==> src/cdq_pkg.sv <==
// Shared constants, codes and types for the circular deque.
package cdq_pkg;

  localparam int DEPTH      = 128;
  localparam int PTR_BITS   = $clog2(DEPTH);
  localparam int WORD_BITS  = 32;
  localparam int KIND_BITS  = 3;
  localparam int STAT_BITS  = 2;
  localparam int COUNT_BITS = 7;

  localparam logic [KIND_BITS-1:0] K_PUSH_FRONT = 3'd0;
  localparam logic [KIND_BITS-1:0] K_PUSH_REAR  = 3'd1;
  localparam logic [KIND_BITS-1:0] K_POP_FRONT  = 3'd2;
  localparam logic [KIND_BITS-1:0] K_POP_REAR   = 3'd3;
  localparam logic [KIND_BITS-1:0] K_PEEK_FRONT = 3'd4;
  localparam logic [KIND_BITS-1:0] K_PEEK_REAR  = 3'd5;

  localparam logic [STAT_BITS-1:0] ST_DONE  = 2'd0;
  localparam logic [STAT_BITS-1:0] ST_EMPTY = 2'd1;
  localparam logic [STAT_BITS-1:0] ST_FULL  = 2'd2;

  typedef struct packed {
    logic                wr_en;
    logic                rd_en;
    logic [PTR_BITS-1:0] addr;
  } cdq_mem_req_t;

  typedef struct packed {
    logic [STAT_BITS-1:0]  status;
    logic [COUNT_BITS-1:0] count;
    logic                  is_empty;
    logic                  has_data;
  } cdq_result_t;

endpackage

==> src/cdq_ctrl.sv <==
// Pointer registers and request decode for the circular deque.
module cdq_ctrl
  import cdq_pkg::*;
(
  input  logic                 clk,
  input  logic                 rst,
  input  logic                 accept,
  input  logic [KIND_BITS-1:0] kind,
  output cdq_mem_req_t         req,
  output cdq_result_t          res
);

  logic [PTR_BITS-1:0] head_ptr;
  logic [PTR_BITS-1:0] tail_ptr;
  logic [PTR_BITS-1:0] head_ptr_next;
  logic [PTR_BITS-1:0] tail_ptr_next;
  logic [PTR_BITS-1:0] head_inc;
  logic [PTR_BITS-1:0] tail_inc;
  logic [PTR_BITS-1:0] held;
  logic                empty;
  logic                full;
  logic                is_push;

  assign head_inc = head_ptr + PTR_BITS'(1);
  assign tail_inc = tail_ptr + PTR_BITS'(1);
  assign empty    = (head_ptr == tail_ptr);
  assign full     = (tail_inc == head_ptr);
  assign is_push  = (kind == K_PUSH_FRONT) || (kind == K_PUSH_REAR);

  always_comb begin
    head_ptr_next = head_ptr;
    tail_ptr_next = tail_ptr;
    req.wr_en     = 1'b0;
    req.rd_en     = 1'b0;
    req.addr      = tail_ptr;
    res.status    = ST_DONE;
    res.has_data  = 1'b0;
    case (kind)
      K_PUSH_FRONT: begin
        req.addr = head_ptr;
        if (full) begin
          res.status = ST_FULL;
        end else begin
          req.wr_en     = 1'b1;
          head_ptr_next = head_ptr - PTR_BITS'(1);
        end
      end
      K_PUSH_REAR: begin
        req.addr = tail_inc;
        if (full) begin
          res.status = ST_FULL;
        end else begin
          req.wr_en     = 1'b1;
          tail_ptr_next = tail_inc;
        end
      end
      K_POP_FRONT: begin
        req.addr = head_inc;
        if (empty) begin
          res.status = ST_EMPTY;
        end else begin
          req.rd_en     = 1'b1;
          res.has_data  = 1'b1;
          head_ptr_next = head_inc;
        end
      end
      K_POP_REAR: begin
        req.addr = tail_ptr;
        if (empty) begin
          res.status = ST_EMPTY;
        end else begin
          req.rd_en     = 1'b1;
          res.has_data  = 1'b1;
          tail_ptr_next = tail_ptr - PTR_BITS'(1);
        end
      end
      K_PEEK_FRONT: begin
        req.addr = head_inc;
        if (empty) begin
          res.status = ST_EMPTY;
        end else begin
          req.rd_en    = 1'b1;
          res.has_data = 1'b1;
        end
      end
      K_PEEK_REAR: begin
        req.addr = tail_ptr;
        if (empty) begin
          res.status = ST_EMPTY;
        end else begin
          req.rd_en    = 1'b1;
          res.has_data = 1'b1;
        end
      end
      default: begin
        req.addr = tail_ptr;
      end
    endcase
    held         = tail_ptr_next - head_ptr_next;
    res.count    = COUNT_BITS'(held);
    res.is_empty = (held == '0);
  end

  always_ff @(posedge clk) begin
    if (rst) begin
      head_ptr <= '0;
      tail_ptr <= '0;
    end else if (accept) begin
      head_ptr <= head_ptr_next;
      tail_ptr <= tail_ptr_next;
    end
  end

  a_full_push_holds: assert property (@(posedge clk) disable iff (rst)
    accept && full && is_push |=> $stable(head_ptr) && $stable(tail_ptr))
    else $error("Refused push moved a pointer.");

  a_no_write_and_read: assert property (@(posedge clk) disable iff (rst)
    !(req.wr_en && req.rd_en))
    else $error("Request both writes and reads the store.");

  a_empty_no_read: assert property (@(posedge clk) disable iff (rst)
    accept && empty |-> !req.rd_en)
    else $error("Read issued on an empty deque.");

endmodule

==> config.mk <==
export PLATFORM = sky130hd
export DESIGN_NAME = cdq_ctrl
export DESIGN_NICKNAME = d
export VERILOG_FILES = /design/src/cdq_pkg.sv /design/src/cdq_ctrl.sv
export SDC_FILE = /design/constraint.sdc
export NUM_CORES = 1
export LEC_CHECK = 0
export BUFFER_PORTS_ARGS = -buffer_cell sky130_fd_sc_hd__buf_4
export CORE_MARGIN = 1.5
export CORE_UTILIZATION = 35
export DETAILED_ROUTE_END_ITERATION = 8
export PLACE_DENSITY_LB_ADDON = 0.1
export SLEW_MARGIN = 20
export SYNTH_ARGS = -nofsm -noshare
export SYNTH_HDL_FRONTEND = slang
export SYNTH_SLANG_ARGS = --single-unit
==> constraint.sdc <==
create_clock -name clk -period 5.8 [get_ports clk]
set_clock_uncertainty 0.1 [all_clocks]
set_input_delay 1.16 -clock clk [delete_from_list [all_inputs] [get_ports clk]]
set_output_delay 1.16 -clock clk [all_outputs]
set_load 0.05 [all_outputs]
-- After elaboration in Yosys (flattened, before gate mapping)
Index checks and enable logic that the tools add are counted.
- register bits: 14
- output and inout bits: 20
- logic and storage cells: 33
- add/sub/neg operators: 5
- eq/ne operators: 7
- multiplexer cells: 14
- reduce and logical (&&, ||, !) cells: 5
- operators with widths (operator ; number):
    $mux W7 ; 4
    $pmux W7 S2 ; 2
    $pmux W7 S3 ; 1
    $add A7 B1 Y7 const B ; 2
    $eq A7 B7 Y1 ; 2
    $sub A7 B1 Y7 const B ; 2
    $logic_not A7 Y1 ; 1
    $sub A7 B7 Y7 ; 1
    $eq A3 B2 Y1 const B ; 2
    $eq A3 B3 Y1 const B ; 2
    $mux W1 ; 5
    $pmux W2 S2 ; 1
    $reduce_or A2 Y1 ; 2
    $reduce_or A4 Y1 ; 1
    $eq A3 B1 Y1 const B ; 1
    $logic_not A3 Y1 ; 1
    $mux W2 ; 1

-- Logic depth before layout (Yosys ltp)
- word-level depth: 6
- mapped depth: 21

-- Least setup slack after synthesis
OpenSTA, ideal clock, no wires.
- path kind: input -> output
- start: input kind[2]
- end: output res[1] (netlist name)
- arrival time: 5118 ps
- data required time: 4540 ps
- slack: -578 ps
- stages: 15
- cells stage by stage: clkbuf_1 -> nor2_1 -> clkbuf_1 -> o21ai_0 -> o2bb2ai_1 -> nor3_1 -> ha_1 -> nor2b_1 -> o31a_1 -> o311ai_0 -> nand3b_1 -> a32oi_1 -> nor2b_1 -> xor2_1 -> nor3_2
- RTL lines (element ; RTL line ; source):
    start: declaration ; cdq_ctrl.sv:8 ; input logic [KIND_BITS-1:0] kind,
    end: declaration ; cdq_ctrl.sv:10 ; output cdq_result_t res

==> flow_summary.yaml <==
pwr:
  p_leak_nw: 1.27
  p_per_area_nw_per_um2: 257
  seq_power_share: 0.139
  ir_worst_vdd_mv: 0.265
  power.switching_fraction: 0.519
  pwr-share-comb: 0.735
  internal-power_w: 0.000377
  netSwitchingPower_w: 0.000407
  power_frac_clock: 0.126
global_routing:
  first_global_vias: 2394
  grt_start_max_net_pins: 30
  grt_first_pass_wirelength_um: 12900
  grt-ovfl-total: 0
  initial_antenna_violation_count: 0
  grt_use_total: 0.232
status:
  run_status: "completed"
placement:
  detailedPlacementHpwl_um: 6230
  placement.io_buffers: 25
  pre_cts_ws_ns: -0.148
  gp_congestion: 0.916
worst_setup_path:
  critPathTopFamily: "compound AO/OA/AOI/OAI gates"
  critPathBufInv: 2
  worst_setup_sp_type: "flop"
  slowest_stage: "sky130_fd_sc_hd__a2111o_2"
  worst-r2r-setup-slack_ns: 2.91
  cpPeakStageDelay_ns: 0.55
  crit_path_cell_trace: "ha_4, and3_4, buf_6, nand2_1, a2bb2oi_1, a2111o_2, nand3_2, mux2_2, a211oi_4, ha_4, nor2b_1, a221oi_2, o311ai_4, a21o_1, a32oi_1, nor2b_4, xor2_4, nor3_4, buf_6"
  worstPathRequired_ns: 4.54
  timing.setup.critical_path_class: "flop to output port"
  cp-end-kind: "output port"
  worstPathMaxFanout: 7
  worst-endpoint-arrival_ns: 4.52
drt:
  dr.first_iter.drc_count: 200
  viasPerCell: 5.67
  drtPass1Iterations: 4
  wl_um: 8050
  total_drc_errors_in_the_routed_layout: 0
  antenna_left: 0
  num_vias: 2647
  routed_wire_length_per_instance_um: 17.2
synth:
  syn-num-nets: 363
  postSynthAreaPerCell_um2: 6.55
  area_of_the_mapped_netlist_um2: 2260
  synth_area_leader_cell: "sky130_fd_sc_hd__dfxtp_1"
  async_reset_ff_frac: 0
  yosys.cell_count.top_type: "sky130_fd_sc_hd__nor2_1"
  synth.top_cells.by_area: "sky130_fd_sc_hd__dfxtp_1, sky130_fd_sc_hd__nor2_1, sky130_fd_sc_hd__xnor2_1, sky130_fd_sc_hd__a21oi_1, sky130_fd_sc_hd__ha_1"
  yosys_warnings: 0
  number_of_unique_standard_cell_types_used_by_synthesis: 55
  ys_top_cells_by_count: "sky130_fd_sc_hd__nor2_1, sky130_fd_sc_hd__nand2_1, sky130_fd_sc_hd__a21oi_1"
  yosys_most_used_dff: "sky130_fd_sc_hd__dfxtp_1"
  synth_edf_count: 0
  ys_seq_area_frac: 0.124
  postSynthRegisterBits: 14
  syn-instance-count: 346
  synth_top_area_share: 0.124
sta:
  rsz0062_at_grt: "yes"
  max_freq_mhz: 173
  worst_slew_pin_tran_ns: 0.729
  fin_setup_tns_ns: 0
  timing.max_slew.rel_slack: 0.508
  timing.final.ws_setup_ns: 0.0176
  layout_worst_path_cycle_share: 0.997
  finalHoldViolCount: 0
  final.min_clock_period_ns: 5.78
  final-setup-viol-count: 0
  pins_over_slew_limit: 0
worst_hold_path:
  class_of_the_tightest_hold_or_removal_check: "flop to flop"
layout:
  final_net_count: 408
  area_growth_syn_to_layout_pct: 34.5
  filler_cell_count: 666
  multi_input_comb_area_um2: 1980
  register_area_um2: 297
  drive_above_1_share: 0.292
  n_antenna_cell: 0
floorplanning:
  initial_utilization: 0.359
  design.core.area_um2: 6310
  floorplan.die.height_um: 83.4
  dieWidth_um: 83.4
  number_of_cell_rows: 29
  io_pins: 26
  floorplan.die_area_um2: 6960
clock_tree:
  post_cts_hold_buffer_count: 0
  worst_skew_pair.late_latency_ns: 0.25
  total_cts_buffers: 3
  clock_sink_count: 14
  tritoncts: "built"
  cts_max_level: 1
  clk_root_buffer_cell: "sky130_fd_sc_hd__clkbuf_8"
  reg_clk_slew_reported_paths_ns: 0.06
  maximum_clock_path_buffer_count: 2
run:
  cap_viol_max_count: 0
final cells by class:
cell class | instances | area share
timing repair buffer | 73 | 0.190
inverter | 10 | 0.0123
clock buffer | 4 | 0.0181
tap | 77 | 0.0316
multi-input combinational | 289 | 0.651
sequential | 14 | 0.0973
routing by layer:
metal | up-vias | wire (um) | GRT usage
met1 | 1266 | 3760 | 0.319
met2 | 61 | 3790 | 0.383
li1 | 1304 | - | -
met5 | - | 0 | 0
met4 | 0 | 206 | 0.0671
met3 | 16 | 292 | 0.0278
what timing repair did:
item | 4_1_cts | 5_1_grt
endpoints found under the setup margin | 2 | 2
buffers inserted | 2 | 4
gates resized for setup | 22 | 20
cloned | 0 | 0
pin swaps | 3 | 16
path summary, 6_finish.rpt:
kind                                  start           to  cells after the start
worst min-delay path            tail_ptr[4]  tail_ptr[4]                      2
worst min register to register  tail_ptr[4]  tail_ptr[4]                      2
worst max register to register  tail_ptr[1]  head_ptr[5]                     12
worst max-delay path            tail_ptr[1]       res[1]                     19
power by group through the flow:
stage                     clock (W)  sequential (W)  combinational, W
final                     0.0000987        0.000109          0.000576
after CTS                  0.000103        0.000109          0.000558
after floorplan                   0        0.000106          0.000379
after global routing       0.000106        0.000110          0.000617
after global placement            0        0.000111          0.000520
after detailed placement          0        0.000111          0.000523
tightest hold or removal path, delay by kind of cell (launching register included):
family                    cells  cell delay, ns
xor gates and xnor gates      1            0.18
DFF                           1            0.40
and+or+nand+nor               1            0.05
stage by stage:
stage          instance area, um^2   util  cells  hold slack [ns]  power [W]
2_1_floorplan                 2290      -    346            0.500   0.000485
3_3_place_gp                  2750  0.435    457            0.563   0.000631
3_5_place_dp                  2750  0.435    457            0.577   0.000633
4_1_cts                       2910  0.461    463            0.591   0.000770
5_1_grt                       3050  0.483    467            0.619   0.000833
6_report                      3050  0.483    467            0.555   0.000784
placed cells by master, fill, tap and decap left out, types with 4 or more instances in the layout:
cell,count
sky130_fd_sc_hd__o21ai_0,23
sky130_fd_sc_hd__buf_6,5
sky130_fd_sc_hd__ha_1,6
sky130_fd_sc_hd__buf_4,67
sky130_fd_sc_hd__inv_1,10
sky130_fd_sc_hd__nor3_1,11
sky130_fd_sc_hd__nand3_1,11
sky130_fd_sc_hd__nor2b_1,8
sky130_fd_sc_hd__or3_1,5
sky130_fd_sc_hd__nand2_1,30
sky130_fd_sc_hd__a211oi_1,4
sky130_fd_sc_hd__dfxtp_1,9
sky130_fd_sc_hd__dfxtp_4,4
sky130_fd_sc_hd__a21oi_1,29
sky130_fd_sc_hd__xor2_1,11
sky130_fd_sc_hd__and3_1,8
sky130_fd_sc_hd__nand2b_1,4
sky130_fd_sc_hd__a31oi_1,4
sky130_fd_sc_hd__nor2_1,47
sky130_fd_sc_hd__clkbuf_8,4
sky130_fd_sc_hd__xnor2_1,17
kinds of logic (layout without fill, tap and decap cells):
family / Yosys count / in the layout / share of synthesized area
mux: 3 / 3 / 0.0138
fa+ha+maj: 11 / 11 / 0.0641
compound gates: 92 / 92 / 0.259
flops: 14 / 14 / 0.124
simple gates: 152 / 152 / 0.334
buf+inv: 43 / 87 / 0.0851
xor+xnor: 31 / 31 / 0.120
state kept, by name, summed over array words and instances (netlist names):
name	flops
head_ptr	7
tail_ptr	7
Power figures use the tool's default switching activity.
